[src/hw/rtl/sha1md_pkg.sv]
// Package for the SHA-1 message digest block: shared types and constants.
// Used by the front packer, the queue, the compression core and the top level.
`default_nettype none
package sha1md_pkg;

    localparam logic [31:0] K0 = 32'h5A827999;
    localparam logic [31:0] K1 = 32'h6ED9EBA1;
    localparam logic [31:0] K2 = 32'h8F1BBCDC;
    localparam logic [31:0] K3 = 32'hCA62C1D6;

    localparam logic [31:0] H0 = 32'h67452301;
    localparam logic [31:0] H1 = 32'hEFCDAB89;
    localparam logic [31:0] H2 = 32'h98BADCFE;
    localparam logic [31:0] H3 = 32'h10325476;
    localparam logic [31:0] H4 = 32'hC3D2E1F0;

    localparam logic [7:0] PAD_BYTE = 8'h80;

    // One command from the front to the back: a full 512-bit block and
    // whether the digest is to be emitted after it is compressed.
    typedef struct packed {
        logic [511:0] block;
        logic         final_blk;
    } blk_cmd_t;

    typedef enum logic [1:0] {
        FR_TAKE,
        FR_PAD1,
        FR_PAD2
    } front_state_t;

    typedef enum logic [1:0] {
        BK_IDLE,
        BK_ROUND,
        BK_ADD,
        BK_OUT
    } back_state_t;

    function automatic logic [31:0] rotl(input logic [31:0] x, input logic [4:0] n);
        logic [63:0] d;
        d = {x, x} << n;
        return d[63:32];
    endfunction

endpackage
`default_nettype wire

[src/hw/rtl/sha1md_front.sv]
// Front part: packs message bytes big-endian into 64-byte blocks, counts
// the length, and builds the padding blocks. Depends on sha1md_pkg.
`default_nettype none
module sha1md_front
    import sha1md_pkg::*;
(
    input  wire logic       clk,
    input  wire logic       rst_n,
    input  wire logic       valid,
    output logic            stall,
    input  wire logic [7:0] data_byte,
    input  wire logic       byte_valid,
    input  wire logic       end_of_message,
    output logic            cmd_valid,
    input  wire logic       cmd_stall,
    output blk_cmd_t        cmd
);

    front_state_t state_reg, state_next;
    logic [7:0]  buf_reg [64];
    logic [5:0]  fill_reg, fill_next;
    logic [60:0] len_reg, len_next;
    logic        cmd_valid_reg, cmd_valid_next;
    blk_cmd_t    cmd_reg, cmd_next;
    // Byte position where the pad byte sits; needed by the padding states.
    logic [5:0]  padpos_reg, padpos_next;

    logic        out_free;
    logic        accept;
    logic [63:0] bits;
    logic [511:0] packed_buf;

    assign out_free = !cmd_valid_reg || !cmd_stall;
    assign stall    = (state_reg != FR_TAKE) || !out_free;
    assign accept   = valid && !stall;
    assign bits     = {len_reg, 3'b000};

    always_comb
    begin
        for (int i = 0; i < 64; i++)
        begin
            packed_buf[511 - 8*i -: 8] = buf_reg[i];
        end
    end

    always_comb
    begin
        logic [511:0] blk;
        state_next     = state_reg;
        fill_next      = fill_reg;
        len_next       = len_reg;
        padpos_next    = padpos_reg;
        cmd_next       = cmd_reg;
        cmd_valid_next = cmd_valid_reg && cmd_stall;
        blk            = packed_buf;
        unique case (state_reg)
            FR_TAKE:
            begin
                if (accept)
                begin
                    if (byte_valid)
                    begin
                        len_next  = len_reg + 61'd1;
                        fill_next = fill_reg + 6'd1;
                        if (fill_reg == 6'd63)
                        begin
                            blk[7:0]       = data_byte;
                            cmd_next.block = blk;
                            cmd_next.final_blk = 1'b0;
                            cmd_valid_next = 1'b1;
                        end
                    end
                    if (end_of_message)
                    begin
                        padpos_next = byte_valid ? fill_reg + 6'd1 : fill_reg;
                        state_next  = FR_PAD1;
                    end
                end
            end
            FR_PAD1:
            begin
                if (out_free)
                begin
                    for (int i = 0; i < 64; i++)
                    begin
                        if (6'(i) == padpos_reg)
                            blk[511 - 8*i -: 8] = PAD_BYTE;
                        else if (6'(i) > padpos_reg)
                            blk[511 - 8*i -: 8] = 8'h00;
                    end
                    cmd_valid_next = 1'b1;
                    if (padpos_reg >= 6'd56)
                    begin
                        cmd_next.block     = blk;
                        cmd_next.final_blk = 1'b0;
                        state_next         = FR_PAD2;
                    end
                    else
                    begin
                        blk[63:0]          = bits;
                        cmd_next.block     = blk;
                        cmd_next.final_blk = 1'b1;
                        fill_next          = 6'd0;
                        len_next           = 61'd0;
                        state_next         = FR_TAKE;
                    end
                end
            end
            FR_PAD2:
            begin
                if (out_free)
                begin
                    cmd_next.block     = {448'd0, bits};
                    cmd_next.final_blk = 1'b1;
                    cmd_valid_next     = 1'b1;
                    fill_next          = 6'd0;
                    len_next           = 61'd0;
                    state_next         = FR_TAKE;
                end
            end
            default:
            begin
                state_next = FR_TAKE;
            end
        endcase
    end

    always_ff @(posedge clk or negedge rst_n)
    begin
        if (!rst_n)
        begin
            state_reg     <= FR_TAKE;
            fill_reg      <= 6'd0;
            len_reg       <= 61'd0;
            cmd_valid_reg <= 1'b0;
            padpos_reg    <= 6'd0;
        end
        else
        begin
            state_reg     <= state_next;
            fill_reg      <= fill_next;
            len_reg       <= len_next;
            cmd_valid_reg <= cmd_valid_next;
            padpos_reg    <= padpos_next;
        end
    end

    always_ff @(posedge clk)
    begin
        cmd_reg <= cmd_next;
        if (accept && byte_valid)
            buf_reg[fill_reg] <= data_byte;
    end

    assign cmd_valid = cmd_valid_reg;
    assign cmd       = cmd_reg;

    property p_pad_blocks_stall;
        @(posedge clk) disable iff (!rst_n)
        (state_reg != FR_TAKE) |-> stall;
    endproperty
    a_pad_blocks_stall: assert property (p_pad_blocks_stall)
        else $error("front accepted an item while padding");

    property p_end_clears_len;
        @(posedge clk) disable iff (!rst_n)
        (cmd_valid_next && cmd_next.final_blk && !(cmd_valid_reg && cmd_stall))
            |=> (len_reg == 61'd0 && fill_reg == 6'd0);
    endproperty
    a_end_clears_len: assert property (p_end_clears_len)
        else $error("length not cleared after final block");

    property p_pad2_after_pad1;
        @(posedge clk) disable iff (!rst_n)
        (state_reg == FR_PAD2) |-> ($past(state_reg) == FR_PAD1 || $past(state_reg) == FR_PAD2);
    endproperty
    a_pad2_after_pad1: assert property (p_pad2_after_pad1)
        else $error("second pad block without first");

endmodule
`default_nettype wire

[src/hw/rtl/sha1md_queue.sv]
// Two-entry queue of block commands between the front and the back.
// Depends on sha1md_pkg.
`default_nettype none
module sha1md_queue
    import sha1md_pkg::*;
(
    input  wire logic     clk,
    input  wire logic     rst_n,
    input  wire logic     in_valid,
    output logic          in_stall,
    input  wire blk_cmd_t in_cmd,
    output logic          out_valid,
    input  wire logic     out_stall,
    output blk_cmd_t      out_cmd
);

    blk_cmd_t  mem_reg [2];
    logic      wp_reg, rp_reg;
    logic [1:0] cnt_reg;
    logic      push, pop;

    assign in_stall  = (cnt_reg == 2'd2);
    assign out_valid = (cnt_reg != 2'd0);
    assign push      = in_valid && !in_stall;
    assign pop       = out_valid && !out_stall;
    assign out_cmd   = mem_reg[rp_reg];

    always_ff @(posedge clk or negedge rst_n)
    begin
        if (!rst_n)
        begin
            wp_reg  <= 1'b0;
            rp_reg  <= 1'b0;
            cnt_reg <= 2'd0;
        end
        else
        begin
            if (push)
                wp_reg <= !wp_reg;
            if (pop)
                rp_reg <= !rp_reg;
            cnt_reg <= cnt_reg + {1'b0, push} - {1'b0, pop};
        end
    end

    always_ff @(posedge clk)
    begin
        if (push)
            mem_reg[wp_reg] <= in_cmd;
    end

    property p_no_overflow;
        @(posedge clk) disable iff (!rst_n)
        cnt_reg != 2'd3;
    endproperty
    a_no_overflow: assert property (p_no_overflow)
        else $error("queue count out of range");

    property p_count_track;
        @(posedge clk) disable iff (!rst_n)
        (push && !pop) |=> (cnt_reg == $past(cnt_reg) + 2'd1);
    endproperty
    a_count_track: assert property (p_count_track)
        else $error("queue count did not follow push");

    property p_ptr_gap;
        @(posedge clk) disable iff (!rst_n)
        (cnt_reg == 2'd1) |-> (wp_reg != rp_reg);
    endproperty
    a_ptr_gap: assert property (p_ptr_gap)
        else $error("queue pointers inconsistent");

endmodule
`default_nettype wire

[src/hw/rtl/sha1md_core.sv]
// Back part: 80-round SHA-1 compression, one round per cycle, with the
// chaining words and the digest output register. Depends on sha1md_pkg.
`default_nettype none
module sha1md_core
    import sha1md_pkg::*;
(
    input  wire logic       clk,
    input  wire logic       rst_n,
    input  wire logic       cmd_valid,
    output logic            cmd_stall,
    input  wire blk_cmd_t   cmd,
    output logic            valid,
    input  wire logic       stall,
    output logic [31:0]     digest_word,
    output logic [2:0]      word_index,
    output logic            last_word
);

    back_state_t state_reg, state_next;
    logic [31:0] h_reg [5];
    logic [31:0] v_reg [5];
    logic [31:0] w_reg [16];
    logic [6:0]  rnd_reg;
    logic        fin_reg;
    logic [2:0]  idx_reg;
    logic        oval_reg;
    logic [31:0] oword_reg;
    logic [2:0]  oidx_reg;

    logic        take, ofree;
    logic [31:0] w_new, w_cur, f, k, tmp;

    assign cmd_stall = (state_reg != BK_IDLE);
    assign take      = cmd_valid && !cmd_stall;
    assign ofree     = !oval_reg || !stall;

    // w_cur is w_reg[0] in rounds 0-15, then w_new; the window shifts.
    assign w_new = rotl(w_reg[13] ^ w_reg[8] ^ w_reg[2] ^ w_reg[0], 5'd1);
    assign w_cur = (rnd_reg < 7'd16) ? w_reg[0] : w_new;

    always_comb
    begin
        if (rnd_reg < 7'd20)
        begin
            f = (v_reg[1] & v_reg[2]) | (~v_reg[1] & v_reg[3]);
            k = K0;
        end
        else if (rnd_reg < 7'd40)
        begin
            f = v_reg[1] ^ v_reg[2] ^ v_reg[3];
            k = K1;
        end
        else if (rnd_reg < 7'd60)
        begin
            f = (v_reg[1] & v_reg[2]) | (v_reg[1] & v_reg[3]) | (v_reg[2] & v_reg[3]);
            k = K2;
        end
        else
        begin
            f = v_reg[1] ^ v_reg[2] ^ v_reg[3];
            k = K3;
        end
    end

    assign tmp = rotl(v_reg[0], 5'd5) + f + v_reg[4] + w_cur + k;

    always_comb
    begin
        state_next = state_reg;
        unique case (state_reg)
            BK_IDLE:  if (take) state_next = BK_ROUND;
            BK_ROUND: if (rnd_reg == 7'd79) state_next = BK_ADD;
            BK_ADD:   state_next = fin_reg ? BK_OUT : BK_IDLE;
            BK_OUT:   if (ofree && idx_reg == 3'd4) state_next = BK_IDLE;
            default:  state_next = BK_IDLE;
        endcase
    end

    always_ff @(posedge clk or negedge rst_n)
    begin
        if (!rst_n)
        begin
            state_reg <= BK_IDLE;
            h_reg[0]  <= H0;
            h_reg[1]  <= H1;
            h_reg[2]  <= H2;
            h_reg[3]  <= H3;
            h_reg[4]  <= H4;
            rnd_reg   <= 7'd0;
            idx_reg   <= 3'd0;
            oval_reg  <= 1'b0;
            fin_reg   <= 1'b0;
        end
        else
        begin
            state_reg <= state_next;
            if (state_reg == BK_OUT && ofree)
                oval_reg <= 1'b1;
            else if (oval_reg && !stall)
                oval_reg <= 1'b0;
            unique case (state_reg)
                BK_IDLE:
                begin
                    rnd_reg <= 7'd0;
                    if (take)
                        fin_reg <= cmd.final_blk;
                end
                BK_ROUND:
                begin
                    rnd_reg <= rnd_reg + 7'd1;
                end
                BK_ADD:
                begin
                    for (int i = 0; i < 5; i++)
                    begin
                        h_reg[i] <= h_reg[i] + v_reg[i];
                    end
                    idx_reg <= 3'd0;
                end
                BK_OUT:
                begin
                    if (ofree)
                    begin
                        idx_reg  <= idx_reg + 3'd1;
                        if (idx_reg == 3'd4)
                        begin
                            h_reg[0] <= H0;
                            h_reg[1] <= H1;
                            h_reg[2] <= H2;
                            h_reg[3] <= H3;
                            h_reg[4] <= H4;
                        end
                    end
                end
                default:
                begin
                    rnd_reg <= 7'd0;
                end
            endcase
        end
    end

    always_ff @(posedge clk)
    begin
        if (state_reg == BK_IDLE && take)
        begin
            for (int i = 0; i < 16; i++)
            begin
                w_reg[i] <= cmd.block[511 - 32*i -: 32];
            end
            for (int i = 0; i < 5; i++)
            begin
                v_reg[i] <= h_reg[i];
            end
        end
        else if (state_reg == BK_ROUND)
        begin
            for (int i = 0; i < 15; i++)
            begin
                w_reg[i] <= w_reg[i + 1];
            end
            w_reg[15] <= w_cur;
            v_reg[4]  <= v_reg[3];
            v_reg[3]  <= v_reg[2];
            v_reg[2]  <= rotl(v_reg[1], 5'd30);
            v_reg[1]  <= v_reg[0];
            v_reg[0]  <= tmp;
        end
        if (state_reg == BK_OUT && ofree)
        begin
            oword_reg <= h_reg[idx_reg];
            oidx_reg  <= idx_reg;
        end
    end

    assign valid       = oval_reg;
    assign digest_word = oword_reg;
    assign word_index  = oidx_reg;
    assign last_word   = (oidx_reg == 3'd4);

    property p_round_range;
        @(posedge clk) disable iff (!rst_n)
        (state_reg == BK_ROUND) |-> (rnd_reg < 7'd80);
    endproperty
    a_round_range: assert property (p_round_range)
        else $error("round counter out of range");

    property p_add_after_79;
        @(posedge clk) disable iff (!rst_n)
        (state_reg == BK_ADD) |-> ($past(rnd_reg) == 7'd79);
    endproperty
    a_add_after_79: assert property (p_add_after_79)
        else $error("chaining add before the last round");

    property p_out_index;
        @(posedge clk) disable iff (!rst_n)
        (state_reg == BK_OUT) |-> (idx_reg <= 3'd4);
    endproperty
    a_out_index: assert property (p_out_index)
        else $error("digest word index out of range");

endmodule
`default_nettype wire

[src/hw/rtl/sha1_message_digest.sv]
// SHA-1 message digest top level: front packer, block queue and
// compression core. Depends on sha1md_pkg, sha1md_front, sha1md_queue, sha1md_core.
//
// Message bytes enter one item per cycle while in_stall is low and are
// packed into 64-byte blocks; each full block is queued and compressed
// (a load, then 80 rounds of the single round unit, then one chaining add),
// so long messages are limited by the round unit, with input stalling once
// two blocks sit in the queue and the front holds a third. An end-of-message
// item adds one or two padding blocks and then the five digest words leave
// one per cycle while out_stall is low, word_index 0 to 4, last_word on the
// fifth.
`default_nettype none
module sha1_message_digest
    import sha1md_pkg::*;
(
    input  wire logic        clk,
    input  wire logic        rst_n,
    input  wire logic        in_valid,
    output logic             in_stall,
    input  wire logic [7:0]  data_byte,
    input  wire logic        byte_valid,
    input  wire logic        end_of_message,
    output logic             out_valid,
    input  wire logic        out_stall,
    output logic [31:0]      digest_word,
    output logic [2:0]       word_index,
    output logic             last_word
);

    logic     f_valid, f_stall, q_valid, q_stall;
    blk_cmd_t f_cmd, q_cmd;

    sha1md_front u_front (
        .clk            (clk),
        .rst_n          (rst_n),
        .valid          (in_valid),
        .stall          (in_stall),
        .data_byte      (data_byte),
        .byte_valid     (byte_valid),
        .end_of_message (end_of_message),
        .cmd_valid      (f_valid),
        .cmd_stall      (f_stall),
        .cmd            (f_cmd)
    );

    sha1md_queue u_queue (
        .clk       (clk),
        .rst_n     (rst_n),
        .in_valid  (f_valid),
        .in_stall  (f_stall),
        .in_cmd    (f_cmd),
        .out_valid (q_valid),
        .out_stall (q_stall),
        .out_cmd   (q_cmd)
    );

    sha1md_core u_core (
        .clk         (clk),
        .rst_n       (rst_n),
        .cmd_valid   (q_valid),
        .cmd_stall   (q_stall),
        .cmd         (q_cmd),
        .valid       (out_valid),
        .stall       (out_stall),
        .digest_word (digest_word),
        .word_index  (word_index),
        .last_word   (last_word)
    );

endmodule
`default_nettype wire

[config.mk]
export PLATFORM = sky130hd
export DESIGN_NAME = sha1_message_digest
export DESIGN_NICKNAME = d
export VERILOG_FILES = /design/src/hw/rtl/sha1md_pkg.sv /design/src/hw/rtl/sha1md_front.sv /design/src/hw/rtl/sha1md_queue.sv /design/src/hw/rtl/sha1md_core.sv /design/src/hw/rtl/sha1_message_digest.sv
export SDC_FILE = /design/constraint.sdc
export NUM_CORES = 2
export LEC_CHECK = 0
export BUFFER_PORTS_ARGS = -buffer_cell sky130_fd_sc_hd__clkbuf_2
export CORE_ASPECT_RATIO = 1.75
export CORE_MARGIN = 1
export CORE_UTILIZATION = 40
export CTS_CLUSTER_DIAMETER = 30
export DETAILED_ROUTE_END_ITERATION = 8
export PLACE_DENSITY = 0.61
export REMOVE_ABC_BUFFERS = 1
export SLEW_MARGIN = 20
export SYNTH_ARGS = -nofsm -noshare
export SYNTH_HDL_FRONTEND = slang
export SYNTH_SLANG_ARGS = --single-unit
[constraint.sdc]
create_clock -name clk -period 60.2 [get_ports clk]
set_input_delay 9.03 -clock clk [delete_from_list [all_inputs] [get_ports clk]]
set_output_delay 9.03 -clock clk [all_outputs]
set_load 0.03 [all_outputs]
# After elaboration in Yosys (flattened, before gate mapping)
# Memory sizes are Yosys's and may differ from the RTL's.
# Cells that the tools add are included.
# totals
reg_bits	802
latch_bits	0
mem_bits_rw	2210
rom_bits	0
in_bits	14
output_inout_bits	38
wordCells	483
n_memories	4
# mem_list
name	depth	word_bits	rd	rd_ports_with_merged_regs	wr	line_no	rtl
u_queue.mem_reg	2	513	1	0	1	sha1md_queue.sv:17	blk_cmd_t mem_reg [2];
u_core.w_reg	16	32	16	0	16	sha1md_core.sv:22	logic [31:0] w_reg [16];
u_front.buf_reg	64	8	64	0	1	sha1md_front.sv:20	logic [7:0] buf_reg [64];
u_core.v_reg	5	32	5	0	5	sha1md_core.sv:21	logic [31:0] v_reg [5];
# op_classes
addsub	15
n_mul	0
div	0
order_cmp	70
n_eq_ne	85
n_shift	0
n_mux	211
bitwise_logic	35
reduce_logical	41
# ops
cell	n
513-bit 2-to-1 mux	5
513-bit one-hot mux with 3 select lines	1
8-bit 2-to-1 mux	128
32-bit 2-to-1 mux	29
160-bit 2-to-1 mux	2
160-bit one-hot mux with 2 select lines	1
61-bit 2-to-1 mux	5
32-bit adder	9
6-bit equality test, first input constant	32
6-bit greater-than comparator, first input constant	32
61-bit one-hot mux with 3 select lines	1
32-bit bitwise XOR	5
32-bit bitwise AND	4
32-bit binary-select mux with 3-bit select	1
5-bit by 6-bit equality test with 1-bit output, first input constant	16
5-bit by 6-bit greater-than comparator with 1-bit output, first input constant	16
32-bit bitwise OR	3
65-bit 2-to-1 mux	1
61-bit by 1-bit adder with 61-bit output, second input constant	1
4-bit by 6-bit equality test with 1-bit output, first input constant	8
4-bit by 6-bit greater-than comparator with 1-bit output, first input constant	8
32-bit NOT	1
31-bit 2-to-1 mux	1
6-bit 2-to-1 mux	5
other kinds (46)	142

# Longest topological paths before layout
# An unclocked memory read counts as a cell.
# depth
word_depth	12
ltp_mapped	25
ltp_nobuf	23

# Cells and area by module
# From an unflattened synthesis, not the netlist that was laid out.
# hier_totals
cells_unflattened	9247
area_unflattened_um2	129980.9
# by_module_without_submodules
mod	n_inst	cells_each	area_per_inst_um2	seq_area_each_um2
sha1md_core	1	5232	50687.4	25684.6
sha1md_front	1	2401	40102.2	32441.1
sha1md_queue	1	1614	39191.3	30909.6

# Worst setup path before layout
# Ideal clock, no wire load.
# synth_timing
kind	in2reg
startpoint	in byte_valid
endpoint	reg u_front.cmd_reg (netlist bit u_front.cmd[0]), enable pin
setup_time_ns	1.464
t_arrival_ns	32.365
required_ns	58.736
path_slack_ns	26.371
path_stages	5
n_path_buf	1
cell_sequence	clkbuf_1 -> nand2_1 -> or3_1 -> o21bai_1 -> nor2b_1
# synth_via
elab_chain_cells	2
# synth_rtl
item	line_no	rtl
start, declared	sha1_message_digest.sv:21	input wire logic byte_valid,
2-bit != test (no line)	n/a	
6-bit AND reduction (no line)	n/a	
end signal, assigned	sha1md_front.sv:150	cmd_reg <= cmd_next;
end, declared	sha1md_front.sv:24	blk_cmd_t cmd_reg, cmd_next;
# Every way passes these cells.
# A chain may end at the register's enable or synchronous reset.

# Worst setup path in the final report
# layout_timing
startpoint	in byte_valid
endpoint	reg u_front.cmd_reg (netlist bit u_front.cmd[154]), enable pin
# Same word-level chain as after synthesis.

==> impl_metrics.env <==
export IMPL_slew_viol_final=0
export IMPL_mostFrequentLayoutCells="edfxtp_1 (2750), nand2_1 (1174), o21ai_0 (609), mux2i_1 (509), and2_1 (413)"
export IMPL_slowest_stage="buf_4"
export IMPL_ff_latch_area_um2=89000
export IMPL_hold_viol=0
export IMPL_relSlewSlack_pct=16.7
export IMPL_wl_met1_mm=118
export IMPL_drc_errors=0
export IMPL_dieHeight_um=743
export IMPL_start_util_pct=40.3
export IMPL_track_usage_pct=21.9
export IMPL_tightest_slew_ns=1.24
export IMPL_cpLargestDelayFamily="buffers and inverters"
export IMPL_synthTopCellsByArea="edfxtp_1 (66%), mux2i_1 (4.1%), nand2_1 (3.5%), dfrtp_1 (3.5%), o21ai_0 (2.4%)"
export IMPL_numClockSinks=3004
export IMPL_synthArstFlopShare_pct=8.46
export IMPL_die_w_um=426
export IMPL_fin_ws_ns=46.99
export IMPL_status="complete, no violations"
export IMPL_skew_ns=0.106
export IMPL_grt_max_degree=204
export IMPL_syn_inst=8687
export IMPL_hold_depth=0
export IMPL_final_common_cell="edfxtp_1"
export IMPL_worstSetupStartpointType="input pin"
export IMPL_port_buffers=51
export IMPL_yosysWarningCount=0
export IMPL_core_um2=312000
export IMPL_worstSkewPairLatency_ns=0.92
export IMPL_cts_root_buf="clkbuf_16"
export IMPL_vias_per_cell=5.39
export IMPL_num_rows=271
export IMPL_synth_top_area_cell="edfxtp_1"
export IMPL_drive_gt1_share_pct=11.3
export IMPL_hpwlAfterDp_mm=234
export IMPL_required_ns=60.66
export IMPL_synthToLayoutAreaGrowth_pct=15.0
export IMPL_finalSetupTns_ns=0
export IMPL_antenna_left=0
export IMPL_wl_mm=350
export IMPL_utilization_pct=46.3
export IMPL_cp_arrival_ns=13.68
export IMPL_synth_cell_types=95
export IMPL_critPathMaxFanout=155
export IMPL_grt_pass1_wl_mm=505
export IMPL_dr_wl_met3_mm=14.9
export IMPL_max_stage_delay_ns=0.85
export IMPL_worst_path_buf_inv=5
export IMPL_cts_buffers=389
export IMPL_synth_edf_count=2750
export IMPL_worstSetupPathType="in -> reg"
export IMPL_place_ws_ns=46.00
export IMPL_fmax_mhz=75.7
export IMPL_wl_met2_mm=190
export IMPL_nFillCells=26720
export IMPL_synth_main_ff_cell="edfxtp_1"
export IMPL_finalNetCount=9285
export IMPL_cp_depth=9
export IMPL_synth_seq_cells=3004
export IMPL_fin_crit_ns=13.21
export IMPL_grt_antenna_before_repair=10
export IMPL_grt_pass1_vias=74649
export IMPL_cts_tree="yes"
export IMPL_design_die_area_um2=316000
export IMPL_seq_area_frac_synth_pct=70.9
export IMPL_cts_resized=0
export IMPL_avgRoutedWirePerCell_um=26.2
export IMPL_synth_top_area_share_pct=65.8
export IMPL_fin_crit_sh_pct=21.9
export IMPL_ioPinCount=52
export IMPL_post_cts_buffers=0
export IMPL_cp_cell_sequence="clkbuf_2 -> nand2_1 -> or3_1 -> o21bai_1 -> nor2b_4 -> buf_4 -> buf_12 -> buf_4 -> buf_4"
export IMPL_largest_reg_flops=1026
export IMPL_clk_pin_slew_ns=0.06
export IMPL_grt_overflow_total=0
export IMPL_top_layer="met5"
export IMPL_cts_buffer_depth=4
export IMPL_place_congestion=0.923
export IMPL_first_pass_iters=5
export IMPL_first_iter_violations=5899
export IMPL_multiInputGateArea_um2=34600
export IMPL_netlist_area_um2=126000
export IMPL_reg2reg_depth=23
export IMPL_cp_common_cell="buf_4"
export IMPL_htreeDepth=5
export IMPL_cts_hold_buf=0
export IMPL_num_vias=71932
export IMPL_hold_path_class="reg -> reg"
export IMPL_timing_hold_ws_ns=0.393
export IMPL_crit_path_end_kind="register"
export IMPL_rsz0062_at_grt="false"
export IMPL_maxCapViolCount=0
export IMPL_finalSetupViolations=0
export IMPL_postSynthAreaPerCell_um2=14.5
-- layout make-up --
| cell class | count | area share (%) |
|---|---|---|
| flip-flops and latches | 3004 | 61.7 |
| multi-input cells | 5118 | 24.0 |
| clock buffers | 432 | 7.05 |
| well taps | 4095 | 3.55 |
| clock inverters | 285 | 2.23 |
| repair buffers | 193 | 0.980 |
| inverters | 209 | 0.543 |
| diodes | 1 | 0.00173 |
-- final timing paths --
path	startpoint	endpoint	slack (ns)
setup / recovery	byte_valid	u_front.cmd[154]	46.99
hold / removal	u_front.cmd[2]	u_queue.mem_reg[1][2]	0.39
setup reg to reg	u_core.rnd_reg[2]	u_core.v_reg[0][30]	51.51
hold reg to reg	u_front.cmd[2]	u_queue.mem_reg[1][2]	0.39
max in group asynchronous	rst_n	u_core.rnd_reg[4]	49.94
min in group asynchronous	rst_n	u_core.h_reg[35]	8.24
-- routing by layer --
| metal | GRT usage (%) | up-vias |
|---|---|---|
| met5 | 0 | - |
| met4 | 14.9 | 4 |
| met3 | 3.01 | 840 |
| met2 | 41.0 | 2249 |
| met1 | 22.3 | 36271 |
| li1 | - | 32568 |
-- Yosys cell counts, drive strengths merged (67+ instances only) --
cell type     n
edfxtp     2750
nand2      1176
o21ai       774
mux2i       509
and2        414
nor2        350
clkbuf      328
a21oi       270
ha          232
inv         208
xnor2       186
dfrtp       174
a22o        129
fa          124
xor2        112
a21o        105
dfstp        80
nor2b        70
nand3        67
-- per-stage QoR --
stage / cells / instance area [µm²]
after floorplan: 8331 / 124000
after global placement: 12619 / 131000
after detailed placement: 12619 / 131000
after CTS: 13336 / 144000
after global routing: 13337 / 144000
final: 13337 / 144000
-- kinds of logic after synthesis --
family | after synthesis | synth area share [%]
xor gates and xnor gates | 298 | 2.08
adders and majority gates | 356 | 4.29
AOI/OAI and AO/OA | 1609 | 7.91
DFF | 3004 | 70.9
and+or+nand+nor | 2312 | 8.47
buffers and inverters | 565 | 1.70
muxes | 543 | 4.65
Power is left out: the tool's default activity adds up to more than one toggle a clock period on the data nets, which glitch-free logic cannot reach.
